**config.mk**
```make
export PLATFORM = sky130hd
export DESIGN_NAME = collision_time_brake_trigger
export DESIGN_NICKNAME = d
export VERILOG_FILES = /design/src/rtl/ctbt_pkg.sv /design/src/rtl/ctbt_core.sv /design/src/rtl/collision_time_brake_trigger.sv
export SDC_FILE = /design/constraint.sdc
export NUM_CORES = 1
export LEC_CHECK = 0
export BUFFER_PORTS_ARGS = -buffer_cell sky130_fd_sc_hd__clkbuf_2
export CAP_MARGIN = 40
export CORE_AREA = 2 2 228 230
export CTS_CLUSTER_DIAMETER = 120
export DETAILED_ROUTE_END_ITERATION = 16
export DIE_AREA = 0 0 230 232
export RECOVER_POWER = 25
export SYNTH_ARGS = -nofsm -noshare
export SYNTH_HDL_FRONTEND = slang
export SYNTH_SLANG_ARGS = --single-unit
```
**constraint.sdc**
```tcl
create_clock -name clk_i -period 12.55 [get_ports clk_i]
set_clock_uncertainty 0.2 [all_clocks]
set_input_delay 0 -clock clk_i [delete_from_list [all_inputs] [get_ports clk_i]]
set_output_delay 0 -clock clk_i [all_outputs]
set_load 0.05 [all_outputs]
```
**src/rtl/ctbt_pkg.sv**
```systemverilog
// Shared types and constants for the collision time brake trigger.
// Used by ctbt_core and collision_time_brake_trigger; depends on nothing.
package ctbt_pkg;

  localparam int unsigned SpeedW   = 24;
  localparam int unsigned LimitW   = 16;
  localparam int unsigned GapW     = 24;
  localparam int unsigned TimeW    = 16;
  localparam int unsigned QuoW     = TimeW + 1;
  localparam int unsigned CntW     = $clog2(QuoW);
  localparam int unsigned UnitW    = SpeedW + 2;
  localparam int unsigned PaddrW   = 3;

  localparam logic [TimeW-1:0] ThrMin   = 16'd256;
  localparam logic [TimeW-1:0] ThrReset = 16'd1280;

  // Register index of the threshold register (byte address 4 * index).
  localparam logic [0:0] RegThreshold = 1'b0;

  typedef enum logic [1:0] {
    FUNC_SPEED = 2'd0,
    FUNC_LIMIT = 2'd1,
    FUNC_CAR   = 2'd2
  } func_e;

  typedef enum logic [2:0] {
    ST_IDLE,
    ST_EXEC,
    ST_CHECK,
    ST_DIV,
    ST_FINISH
  } state_e;

  typedef struct packed {
    func_e              func;
    logic [SpeedW-1:0]  velocity;
    logic [LimitW-1:0]  limit_value;
    logic [GapW-1:0]    gap_distance;
  } item_t;

  typedef struct packed {
    logic               brake_issued;
    logic [TimeW-1:0]   collision_time;
    logic [SpeedW-1:0]  current_speed;
    logic [LimitW-1:0]  current_limit;
  } result_t;

endpackage

```
**src/rtl/ctbt_core.sv**
```systemverilog
// Event sequencer and datapath of the collision time brake trigger.
// One shared 26-bit subtractor serves the limit test, the relative speed,
// the overflow check and every step of the restoring divider. Uses ctbt_pkg.
module ctbt_core (
  input  logic                         clk_i,
  input  logic                         rst_ni,
  input  logic                         start_i,
  input  ctbt_pkg::item_t              item_i,
  input  logic [ctbt_pkg::TimeW-1:0]   thr_i,
  input  logic                         out_free_i,
  output logic                         ready_o,
  output logic                         done_o,
  output ctbt_pkg::result_t            res_o
);

  ctbt_pkg::state_e                    state_q, state_d;
  ctbt_pkg::item_t                     item_q;
  logic [ctbt_pkg::SpeedW-1:0]         own_q, own_d;
  logic [ctbt_pkg::LimitW-1:0]         lim_q, lim_d;
  logic [ctbt_pkg::SpeedW-1:0]         den_q, den_d;
  logic [ctbt_pkg::SpeedW-1:0]         rem_q, rem_d;
  logic [ctbt_pkg::QuoW-1:0]           num_q, num_d;
  logic [ctbt_pkg::QuoW-1:0]           quo_q, quo_d;
  logic [ctbt_pkg::CntW-1:0]           cnt_q, cnt_d;
  logic                                brake_q, brake_d;
  logic                                div_ok_q, div_ok_d;

  logic signed [ctbt_pkg::UnitW-1:0]   unit_a, unit_b, unit_diff;
  logic                                unit_neg;
  logic [ctbt_pkg::QuoW-1:0]           thr_eff;
  logic                                ttc_brake;

  // Shared subtract unit with its operand selection.
  always_comb begin
    unit_a = '0;
    unit_b = '0;
    case (state_q)
      ctbt_pkg::ST_EXEC: begin
        unit_a = {{2{own_q[ctbt_pkg::SpeedW-1]}}, own_q};
        if (item_q.func == ctbt_pkg::FUNC_LIMIT) begin
          unit_b = {2'b00, item_q.limit_value, 8'h00};
        end else begin
          unit_b = {{2{item_q.velocity[ctbt_pkg::SpeedW-1]}}, item_q.velocity};
        end
      end
      ctbt_pkg::ST_CHECK: begin
        unit_a = {2'b00, rem_q};
        unit_b = {2'b00, den_q};
      end
      ctbt_pkg::ST_DIV: begin
        unit_a = {1'b0, rem_q, num_q[ctbt_pkg::QuoW-1]};
        unit_b = {2'b00, den_q};
      end
      default: begin
        unit_a = '0;
        unit_b = '0;
      end
    endcase
  end

  assign unit_diff = unit_a - unit_b;
  assign unit_neg  = unit_diff[ctbt_pkg::UnitW-1];

  // Thresholds below one second act as one second.
  assign thr_eff = (thr_i < ctbt_pkg::ThrMin) ? {1'b0, ctbt_pkg::ThrMin} : {1'b0, thr_i};

  // The exact quotient is at or under the threshold when the truncated one is
  // below it, or equal to it with nothing left over.
  assign ttc_brake = div_ok_q &&
                     ((quo_q < thr_eff) || ((quo_q == thr_eff) && (rem_q == '0)));

  // Next state.
  always_comb begin
    state_d = state_q;
    case (state_q)
      ctbt_pkg::ST_IDLE: begin
        if (start_i) begin
          state_d = ctbt_pkg::ST_EXEC;
        end
      end
      ctbt_pkg::ST_EXEC: begin
        if (item_q.func == ctbt_pkg::FUNC_CAR && item_q.gap_distance != '0 &&
            !unit_neg && unit_diff != '0) begin
          state_d = ctbt_pkg::ST_CHECK;
        end else begin
          state_d = ctbt_pkg::ST_FINISH;
        end
      end
      ctbt_pkg::ST_CHECK: begin
        state_d = unit_neg ? ctbt_pkg::ST_DIV : ctbt_pkg::ST_FINISH;
      end
      ctbt_pkg::ST_DIV: begin
        if (cnt_q == '0) begin
          state_d = ctbt_pkg::ST_FINISH;
        end
      end
      ctbt_pkg::ST_FINISH: begin
        if (out_free_i) begin
          state_d = ctbt_pkg::ST_IDLE;
        end
      end
      default: state_d = ctbt_pkg::ST_IDLE;
    endcase
  end

  // Datapath updates.
  always_comb begin
    own_d    = own_q;
    lim_d    = lim_q;
    den_d    = den_q;
    rem_d    = rem_q;
    num_d    = num_q;
    quo_d    = quo_q;
    cnt_d    = cnt_q;
    brake_d  = brake_q;
    div_ok_d = div_ok_q;
    case (state_q)
      ctbt_pkg::ST_IDLE: begin
        brake_d  = 1'b0;
        div_ok_d = 1'b0;
      end
      ctbt_pkg::ST_EXEC: begin
        case (item_q.func)
          ctbt_pkg::FUNC_SPEED: own_d = item_q.velocity;
          ctbt_pkg::FUNC_LIMIT: begin
            lim_d   = item_q.limit_value;
            brake_d = !unit_neg && (unit_diff != '0);
          end
          ctbt_pkg::FUNC_CAR: begin
            // Numerator is gap * 256; its top 15 bits seed the remainder.
            den_d = unit_diff[ctbt_pkg::SpeedW-1:0];
            rem_d = {{(ctbt_pkg::SpeedW-15){1'b0}}, item_q.gap_distance[23:9]};
            num_d = {item_q.gap_distance[8:0], 8'h00};
            quo_d = '0;
          end
          default: ;
        endcase
      end
      ctbt_pkg::ST_CHECK: begin
        // A top part at or above the divisor means a quotient of 2^17 or more.
        cnt_d = ctbt_pkg::CntW'(ctbt_pkg::QuoW - 1);
      end
      ctbt_pkg::ST_DIV: begin
        if (!unit_neg) begin
          rem_d = unit_diff[ctbt_pkg::SpeedW-1:0];
        end else begin
          rem_d = {rem_q[ctbt_pkg::SpeedW-2:0], num_q[ctbt_pkg::QuoW-1]};
        end
        quo_d = {quo_q[ctbt_pkg::QuoW-2:0], !unit_neg};
        num_d = {num_q[ctbt_pkg::QuoW-2:0], 1'b0};
        cnt_d = cnt_q - 1'b1;
        if (cnt_q == '0) begin
          div_ok_d = 1'b1;
        end
      end
      default: ;
    endcase
  end

  always_ff @(posedge clk_i or negedge rst_ni) begin
    if (!rst_ni) begin
      state_q  <= ctbt_pkg::ST_IDLE;
      own_q    <= '0;
      lim_q    <= '0;
      cnt_q    <= '0;
      brake_q  <= 1'b0;
      div_ok_q <= 1'b0;
    end else begin
      state_q  <= state_d;
      own_q    <= own_d;
      lim_q    <= lim_d;
      cnt_q    <= cnt_d;
      brake_q  <= brake_d;
      div_ok_q <= div_ok_d;
    end
  end

  always_ff @(posedge clk_i) begin
    if (state_q == ctbt_pkg::ST_IDLE && start_i) begin
      item_q <= item_i;
    end
    den_q <= den_d;
    rem_q <= rem_d;
    num_q <= num_d;
    quo_q <= quo_d;
  end

  // Outputs.
  always_comb begin
    ready_o = (state_q == ctbt_pkg::ST_IDLE);
    done_o  = (state_q == ctbt_pkg::ST_FINISH) && out_free_i;
    res_o.brake_issued   = brake_q || ttc_brake;
    res_o.collision_time = ttc_brake ? quo_q[ctbt_pkg::TimeW-1:0] : '0;
    res_o.current_speed  = own_q;
    res_o.current_limit  = lim_q;
  end

endmodule

```
**src/rtl/collision_time_brake_trigger.sv**
```systemverilog
// Top level of the collision time brake trigger: stream ports, the APB
// threshold register and the result register. Uses ctbt_pkg and ctbt_core.
//
// Events enter on the s_axis channel, one word per event; s_axis_tuser selects
// the kind (own speed, speed limit, car detected). Every event yields exactly
// one result word on m_axis: the brake flag in m_axis_tuser, the time to
// collision and the stored speed and limit in m_axis_tdata.
// An own speed update, a speed limit event or an unused selector goes from the
// execute state to the finish state, which hands it to the result register.
// A car detected event runs a restoring divider of 17 quotient bits through
// the shared subtractor after an overflow check; gaps or speeds that rule out
// braking end early. The block takes one event at a time: s_axis_tready is
// high only while the sequencer is idle.
// A finished result waits in the output register; a new event may be accepted
// meanwhile, and its result is held in the sequencer until the register frees.
// Reset clears the stored speed and limit to zero, empties the output register
// and sets the threshold to 1280 (5 s). The threshold is written over APB at
// address 0; the user must do so only while no event is in flight, as the block
// does not enforce it. Values under 256 act as 256.
module collision_time_brake_trigger (
  input  logic                          clk_i,
  input  logic                          rst_ni,
  input  logic                          s_axis_tvalid,
  output logic                          s_axis_tready,
  // [23:0] velocity, [39:24] limit_value, [63:40] gap_distance
  input  logic [63:0]                   s_axis_tdata,
  // [1:0] func
  input  logic [1:0]                    s_axis_tuser,
  output logic                          m_axis_tvalid,
  input  logic                          m_axis_tready,
  // [15:0] collision_time, [39:16] current_speed, [55:40] current_limit
  output logic [55:0]                   m_axis_tdata,
  // [0] brake_issued
  output logic [0:0]                    m_axis_tuser,
  input  logic                          psel,
  input  logic                          penable,
  input  logic                          pwrite,
  input  logic [ctbt_pkg::PaddrW-1:0]   paddr,
  input  logic [31:0]                   pwdata,
  output logic [31:0]                   prdata,
  output logic                          pready
);

  logic [ctbt_pkg::TimeW-1:0] thr_q;
  logic                       out_valid_q;
  ctbt_pkg::result_t          out_res_q;
  ctbt_pkg::item_t            item;
  ctbt_pkg::result_t          core_res;
  logic                       core_ready, core_done, out_free, in_word, reg_sel;

  assign pready  = 1'b1;
  assign reg_sel = (paddr[2] == ctbt_pkg::RegThreshold);
  assign prdata  = reg_sel ? {16'h0000, thr_q} : 32'h0000_0000;

  always_ff @(posedge clk_i or negedge rst_ni) begin
    if (!rst_ni) begin
      thr_q <= ctbt_pkg::ThrReset;
    end else if (psel && penable && pwrite && pready && reg_sel) begin
      thr_q <= pwdata[ctbt_pkg::TimeW-1:0];
    end
  end

  assign item.func         = ctbt_pkg::func_e'(s_axis_tuser);
  assign item.velocity     = s_axis_tdata[23:0];
  assign item.limit_value  = s_axis_tdata[39:24];
  assign item.gap_distance = s_axis_tdata[63:40];

  assign s_axis_tready = core_ready;
  assign in_word       = s_axis_tvalid && s_axis_tready;
  assign out_free      = !out_valid_q || m_axis_tready;

  ctbt_core u_core (
    .clk_i      (clk_i),
    .rst_ni     (rst_ni),
    .start_i    (in_word),
    .item_i     (item),
    .thr_i      (thr_q),
    .out_free_i (out_free),
    .ready_o    (core_ready),
    .done_o     (core_done),
    .res_o      (core_res)
  );

  always_ff @(posedge clk_i or negedge rst_ni) begin
    if (!rst_ni) begin
      out_valid_q <= 1'b0;
    end else if (core_done) begin
      out_valid_q <= 1'b1;
    end else if (m_axis_tready) begin
      out_valid_q <= 1'b0;
    end
  end

  always_ff @(posedge clk_i) begin
    if (core_done) begin
      out_res_q <= core_res;
    end
  end

  assign m_axis_tvalid = out_valid_q;
  assign m_axis_tuser  = out_res_q.brake_issued;
  assign m_axis_tdata  = {out_res_q.current_limit, out_res_q.current_speed,
                          out_res_q.collision_time};

  // A result without a brake carries a zero time.
  a_no_brake_zero_time: assert property (@(posedge clk_i) disable iff (!rst_ni)
    m_axis_tvalid && !m_axis_tuser[0] |-> m_axis_tdata[15:0] == '0)
    else $error("result without brake carries a nonzero time");

  // The sequencer never overwrites a result that is still waiting.
  a_no_overwrite: assert property (@(posedge clk_i) disable iff (!rst_ni)
    core_done |-> !out_valid_q || m_axis_tready)
    else $error("result register overwritten while occupied");

  // An accepted word starts the sequencer, which then stops taking words.
  a_busy_after_accept: assert property (@(posedge clk_i) disable iff (!rst_ni)
    in_word |=> !s_axis_tready)
    else $error("input still ready right after a word was accepted");

endmodule

```
# [Word-level counts from Yosys, hierarchy flattened]
# Index checks and enable logic that the tools add are counted.
[totals] ff_bits=272 in_bits=108 out_inout_bits=92 elab_cells=98
[classes] n_addsub=2 n_lt_le_gt_ge=2 n_eq_ne=12 muxes=25 bitwise_logic=1 reduce_logical=36
[op_table] cell="case mux 26 bit (3 select lines)" count=1
[op_table] cell="case mux 17 bit (2 select lines)" count=2
[op_table] cell="case mux 26 bit (2 select lines)" count=1
[op_table] cell="2-to-1 mux 24 bit" count=2
[op_table] cell="case mux 24 bit (2 select lines)" count=1
[op_table] cell="2-to-1 mux 17 bit" count=2
[op_table] cell="2-to-1 mux 16 bit" count=2
[op_table] cell="2-to-1 mux 26 bit" count=1
[op_table] cell="nonzero test 26 bit" count=1
[op_table] cell="subtractor 26 bit" count=1
[op_table] cell="zero test 24 bit" count=1
[op_table] cell="nonzero test 24 bit" count=1
[op_table] cell="equality test 17 bit" count=1
[op_table] cell="< comparator 17 bit" count=1
[op_table] cell="< comparator 16 x 9 -> 1 bit (second input constant)" count=1
[op_table] cell="2-to-1 mux 3 bit" count=5
[op_table] cell="case mux 3 bit (5 select lines)" count=1
[op_table] cell="logical AND 1 bit" count=12
[op_table] cell="AND reduction 2 bit" count=6
[op_table] cell="inequality test 2 x 1 -> 1 bit (second input constant)" count=5
[op_table] cell="case mux 5 bit (2 select lines)" count=1
[op_table] cell="nonzero test 2 bit" count=5
[op_table] cell="equality test 3 x 2 -> 1 bit (second input constant)" count=2
[op_table] cell="zero test 5 bit" count=1
[op_table] cell="other kinds (14)" count=21

# [Longest topological paths before layout]
[depth] ltp_word=9 mapped_depth=18 mapped_depth_nobuf=16

# [By module]
# Synthesis repeated with hierarchy kept, for this count alone.
[hier_totals] cells_unflattened=1016 area_unflattened_um2=12811.0
[modules_own_cells] mod="ctbt_core" n_inst=1 cells_each=885 area_per_inst_um2=10153.5 seq_area_each_um2=5455.2
[modules_own_cells] mod="collision_time_brake_trigger" n_inst=1 cells_each=131 area_per_inst_um2=2657.5 seq_area_each_um2=2139.6

# [Worst setup path before layout]
# OpenSTA, ideal clock, no wires.
[synth_timing] kind="flip-flop to flip-flop" startpoint="register u_core.state_q[0]" endpoint="register u_core.rem_q[13] (netlist bit) (data pin)" t_arrival_ps=3794 required_ps=12084 path_slack_ps=8290 path_stages_with_launch=17 n_path_buf=3 period_less_slack_ps=4260 path_cell_list="dfrtp_1 -> clkbuf_1 -> clkbuf_1 -> mux2_2 -> a22oi_1 -> nor2_1 -> ha_1 -> a21o_1 -> a31oi_2 -> a21o_2 -> a211oi_2 -> o311ai_2 -> nand2_2 -> xnor2_4 -> buf_6 -> mux2i_1 -> o21ai_1"
[synth_between] elab_chain_cells=6 elab_cells_between_ends=9
[synth_rtl] item="start, declared" line="ctbt_core.sv:16" source="ctbt_pkg::state_e state_q, state_d;"
[synth_rtl] item="start signal, assigned" line="ctbt_core.sv:162" source="state_q <= ctbt_pkg::ST_IDLE;"
[synth_rtl] item="start signal, assigned" line="ctbt_core.sv:169" source="state_q <= state_d;"
[synth_rtl] item="equality test 3 x 2 -> 1 bit (on tied branches)" line="ctbt_core.sv:37, ctbt_core.sv:117"
[synth_rtl] item="OR reduction 2 bit (no line)"
[synth_rtl] item="case mux 26 bit (2 select lines)" line="ctbt_core.sv:37" source="case (state_q)"
[synth_rtl] item="subtractor 26 bit" line="ctbt_core.sv:61" source="assign unit_diff = unit_a - unit_b;"
[synth_rtl] item="2-to-1 mux 24 bit" line="ctbt_core.sv:144" source="if (!unit_neg) begin"
[synth_rtl] item="case mux 24 bit (2 select lines) *" line="ctbt_core.sv:117" source="case (state_q)"
[synth_rtl] item="net u_core.rem_d, one bit" line="ctbt_core.sv:21" source="logic [ctbt_pkg::SpeedW-1:0] rem_q, rem_d;"
[synth_rtl] item="end signal, assigned" line="ctbt_core.sv:183" source="rem_q <= rem_d;"
[synth_rtl] item="end, declared" line="ctbt_core.sv:21"
# The timed path passes the listed nets; every way through them passes the cells marked *.
# A chain may end at the register's enable or synchronous reset.

# [Worst setup path after layout]
[layout_timing] startpoint="register u_core.state_q[1]" endpoint="register u_core.rem_q[10] (netlist bit) (data pin)"
# The elaborated chain is that of the path after synthesis.

==> results.ini <==
[floorplan]
design.die.area_sq_um=53400
core-area_sq_um=50900
initial_utilization=0.249
chipHeight_microns=232
io_pins=200
dieWidth_microns=230
fp-row-count=83

[clock_network]
worstSkewPairLatency_ns=0.58
h-tree-depth=1
clock_sinks=264
postCtsSetupBuffers=0
cts_root_buf=clkbuf_16
numCtsBuffers=30
clockBufferDepth=3
path_clk_slew_ns=0.07
cts_resized=0
cts_tree=done
cts_hold_buf=168

[grt]
grt_max_degree=53
grt_pass1_wl_microns=54300
grt_pass1_vias=9416
grt_overflow_total=0
antenna_found_initial=0
gr-usage-all-layers=0.130

[yosys]
synth.distinct_cells=69
yosysWarnings=0
synth_edf_count=197
syn_inst=993
syn_avg_cell_area_sq_um=12.7
syn-cell-area_sq_um=12700
ys_ff_latch=264
synthFlopType=edfxtp_1
seq_area_frac_synth=0.600
synthArstFlopShare=0.254

[critical_path]
slowest_stage=nor2_1
crit_family=compound AO/OA/AOI/OAI gates
crit_path_start_kind=flip-flop
startpoint=u_core.state_q[1]$_DFFE_PN0P_
crit_fanout=20
worstPathCellList=buf_4 > or3_1 > buf_4 > nor2_1 > a22oi_1 > ha_1 > nor2b_1 > o2111ai_1 > a21o_2 > a211oi_2 > o311ai_2 > nand2_2 > xnor2_4 > buf_4 > mux2i_1 > o21ai_1
end_kind=flip-flop
path_class=flip-flop to flip-flop
crit_top_cell=buf_4
worstPathRequired_ns=12.65
rr_startpoint=u_core.state_q[1]$_DFFE_PN0P_
max_stage_delay_ns=0.68
path_buf_inv=3
worst_ep_arrival_time_ns=6.14

[timing]
tightest_slew_ns=2.55
slew_viol_final=69
setup_ws_ns=6.51
fin_crit_sh=0.481
setup_violations=0
slew_headroom=-0.700
rsz0062_at_grt=no
final.setup.tns_ns=0
min_period_ns=6.04
final-hold-violation-count=0
fmax_mhz=166

[hold_path]
hold_path_class=primary input to flip-flop
min_from=pwdata[1]

[placed_design]
placed_area_sq_um=14300
numPortBuffers=164
dp_slack_ns=6.58
detailed_place_hpwl_microns=24800
routabilityCongestion=0.886
dp_cells=1814

[cells_and_area]
fin_cells=2038
fin_util=0.334
drive_gt1_frac=0.255
multi_input_area_sq_um=4750
diodes=0
nets=1486
area_growth_pct=34.2
num-fill-cells=5147
fin_area_sq_um=17000
final-seq-area_sq_um=7590

[detailed_routing]
drtAntennaViolNets=0
dr.pass1.iters=7
drcViolationCount=0
dr_total_vias=9206
viasPerCell=4.52
wire_per_inst_microns=17.4
drtIter0Drc=517
drt_wl_total_microns=35500

[pwr]
intPower_w=0.00299
pwr-share-seq=0.285
p_leak_nw=6.83
combPwrFrac=0.545
clkPwrFrac=0.171
peakVddDrop_v=0.000210
p_per_area_nw_per_um2=314
p_sw_w=0.00234
switching_share=0.439

[run_status]
failed_checks=capacitance limit, slew limit
outcome=finished, violations left

[job]
maxCapViolations=2

[power groups by stage]
stage                     registers (W)  clock network [W]  logic (W)
after floorplan                 0.00163                  0    0.00203
after global placement          0.00153                  0    0.00278
after detailed placement        0.00153                  0    0.00283
after CTS                       0.00152           0.000941    0.00289
after global routing            0.00155           0.000974    0.00318
final                           0.00152           0.000909    0.00290
[through the flow]
stage	hold slack, ns	total power [W]
2_1_floorplan	-0.496	0.00367
3_3_place_gp	-0.0211	0.00431
3_5_place_dp	-0.228	0.00437
4_1_cts	0.000457	0.00535
5_1_grt	0.00414	0.00570
6_report	0.0379	0.00532
[worst paths after layout]
check	end	slack, ns	cells after the start
max	u_core.rem_q[10]$_DFFE_PP_	6.51	16
min	thr_q[1]$_DFFE_PN0P_	0.04	3
max reg2reg	u_core.rem_q[10]$_DFFE_PP_	6.51	16
min reg2reg	m_axis_tdata[42]$_DFFE_PP_	0.24	0
max in group asynchronous	thr_q[5]$_DFFE_PN0P_	9.40	4
min in group asynchronous	u_core.lim_q[3]$_DFFE_PN0P_	0.86	4
[state kept, by name, indices dropped and copies added, names as in the netlist, 3 cells and up]
register        cells
m_axis_tdata       56
u_core.state_q      3
u_core.num_q        9
u_core.own_q       24
u_core.rem_q       24
u_core.cnt_q        5
u_core.lim_q       16
u_core.item_q      66
thr_q              16
u_core.quo_q       17
u_core.den_q       24
[worst reg2reg max path, cell delays in order, from the launching register on]
cell	delay (ns)
dfrtp_1	0.60
buf_4	0.34
or3_1	0.38
buf_4	0.22
nor2_1	0.68
a22oi_1	0.24
ha_1	0.33
nor2b_1	0.14
o2111ai_1	0.41
a21o_2	0.24
a211oi_2	0.09
o311ai_2	0.36
nand2_2	0.15
xnor2_4	0.62
buf_4	0.40
mux2i_1	0.26
o21ai_1	0.07
[area by class of cell]
type	count	share of cell area
repair buffers	351	0.157
flip-flops and latches	264	0.447
clock buffers	38	0.0496
multi-input cells	667	0.280
well taps	680	0.0501
clock inverters	18	0.0117
inverters	20	0.00442
[cells in the mapped netlist (10+ instances only)]
cell | number | share of area
clkbuf_1 | 35 | 0.010
dfrtp_1 | 65 | 0.13
mux2i_1 | 27 | 0.021
and2_1 | 22 | 0.011
nor2_1 | 65 | 0.019
buf_4 | 17 | 0.010
edfxtp_1 | 197 | 0.47
nor2b_1 | 15 | 0.0074
ha_1 | 43 | 0.043
nor4_1 | 14 | 0.0069
mux2_2 | 87 | 0.077
o21a_1 | 10 | 0.0059
a21o_1 | 10 | 0.0059
a22oi_1 | 33 | 0.020
and3_1 | 21 | 0.010
xnor2_1 | 11 | 0.0076
xor2_1 | 10 | 0.0069
inv_1 | 20 | 0.0059
o21ai_0 | 27 | 0.011
nand2_1 | 90 | 0.027
a21oi_1 | 54 | 0.021
nor3_1 | 12 | 0.0047
[cell families after synthesis]
group | count (synthesis) | share of synthesized area
DFF | 264 | 0.600
AOI/OAI and AO/OA | 192 | 0.102
muxes | 114 | 0.0988
other | 2 | 0.000594
xor gates and xnor gates | 22 | 0.0167
adders and majority gates | 44 | 0.0441
buffers and inverters | 77 | 0.0297
and+or+nand+nor | 278 | 0.108
[routing by layer]
| layer | GRT usage | vias to the layer above | wire [microns] | share of wire |
|---|---|---|---|---|
| met5 | 0 | - | 0 | 0 |
| met4 | 0.0425 | 0 | 868 | 0.024 |
| met3 | 0.0211 | 55 | 1820 | 0.051 |
| met2 | 0.226 | 270 | 17400 | 0.49 |
| met1 | 0.165 | 4504 | 15500 | 0.44 |
| li1 | - | 4377 | - | - |
[cell usage in the layout, fill, tap and decap left out, drive strengths merged, types with 4 or more instances in the layout]
cell type	netlist	routed
edfxtp	197	197
nor3	12	12
nand4	6	6
mux2i	27	27
nand4b	4	4
ha	43	43
clkinv	0	9
inv	20	22
or2	4	4
nor4	15	15
a21oi	55	55
clkinvlp	0	4
o21a	10	10
mux2	87	87
buf	22	18
nand3	4	4
nand2b	4	4
o21ai	37	37
or3	7	7
nor2	65	65
dfrtp	65	65
xnor2	12	12
and2	23	23
clkbuf	35	204
xor2	10	10
a211oi	7	7
a221oi	4	4
nand2	91	91
and3	22	22
o21bai	6	6
conb	2	17
a22oi	33	33
dlygate4sd3	0	167
nor2b	15	15
a21o	13	13
Power figures use the tool's default switching activity.
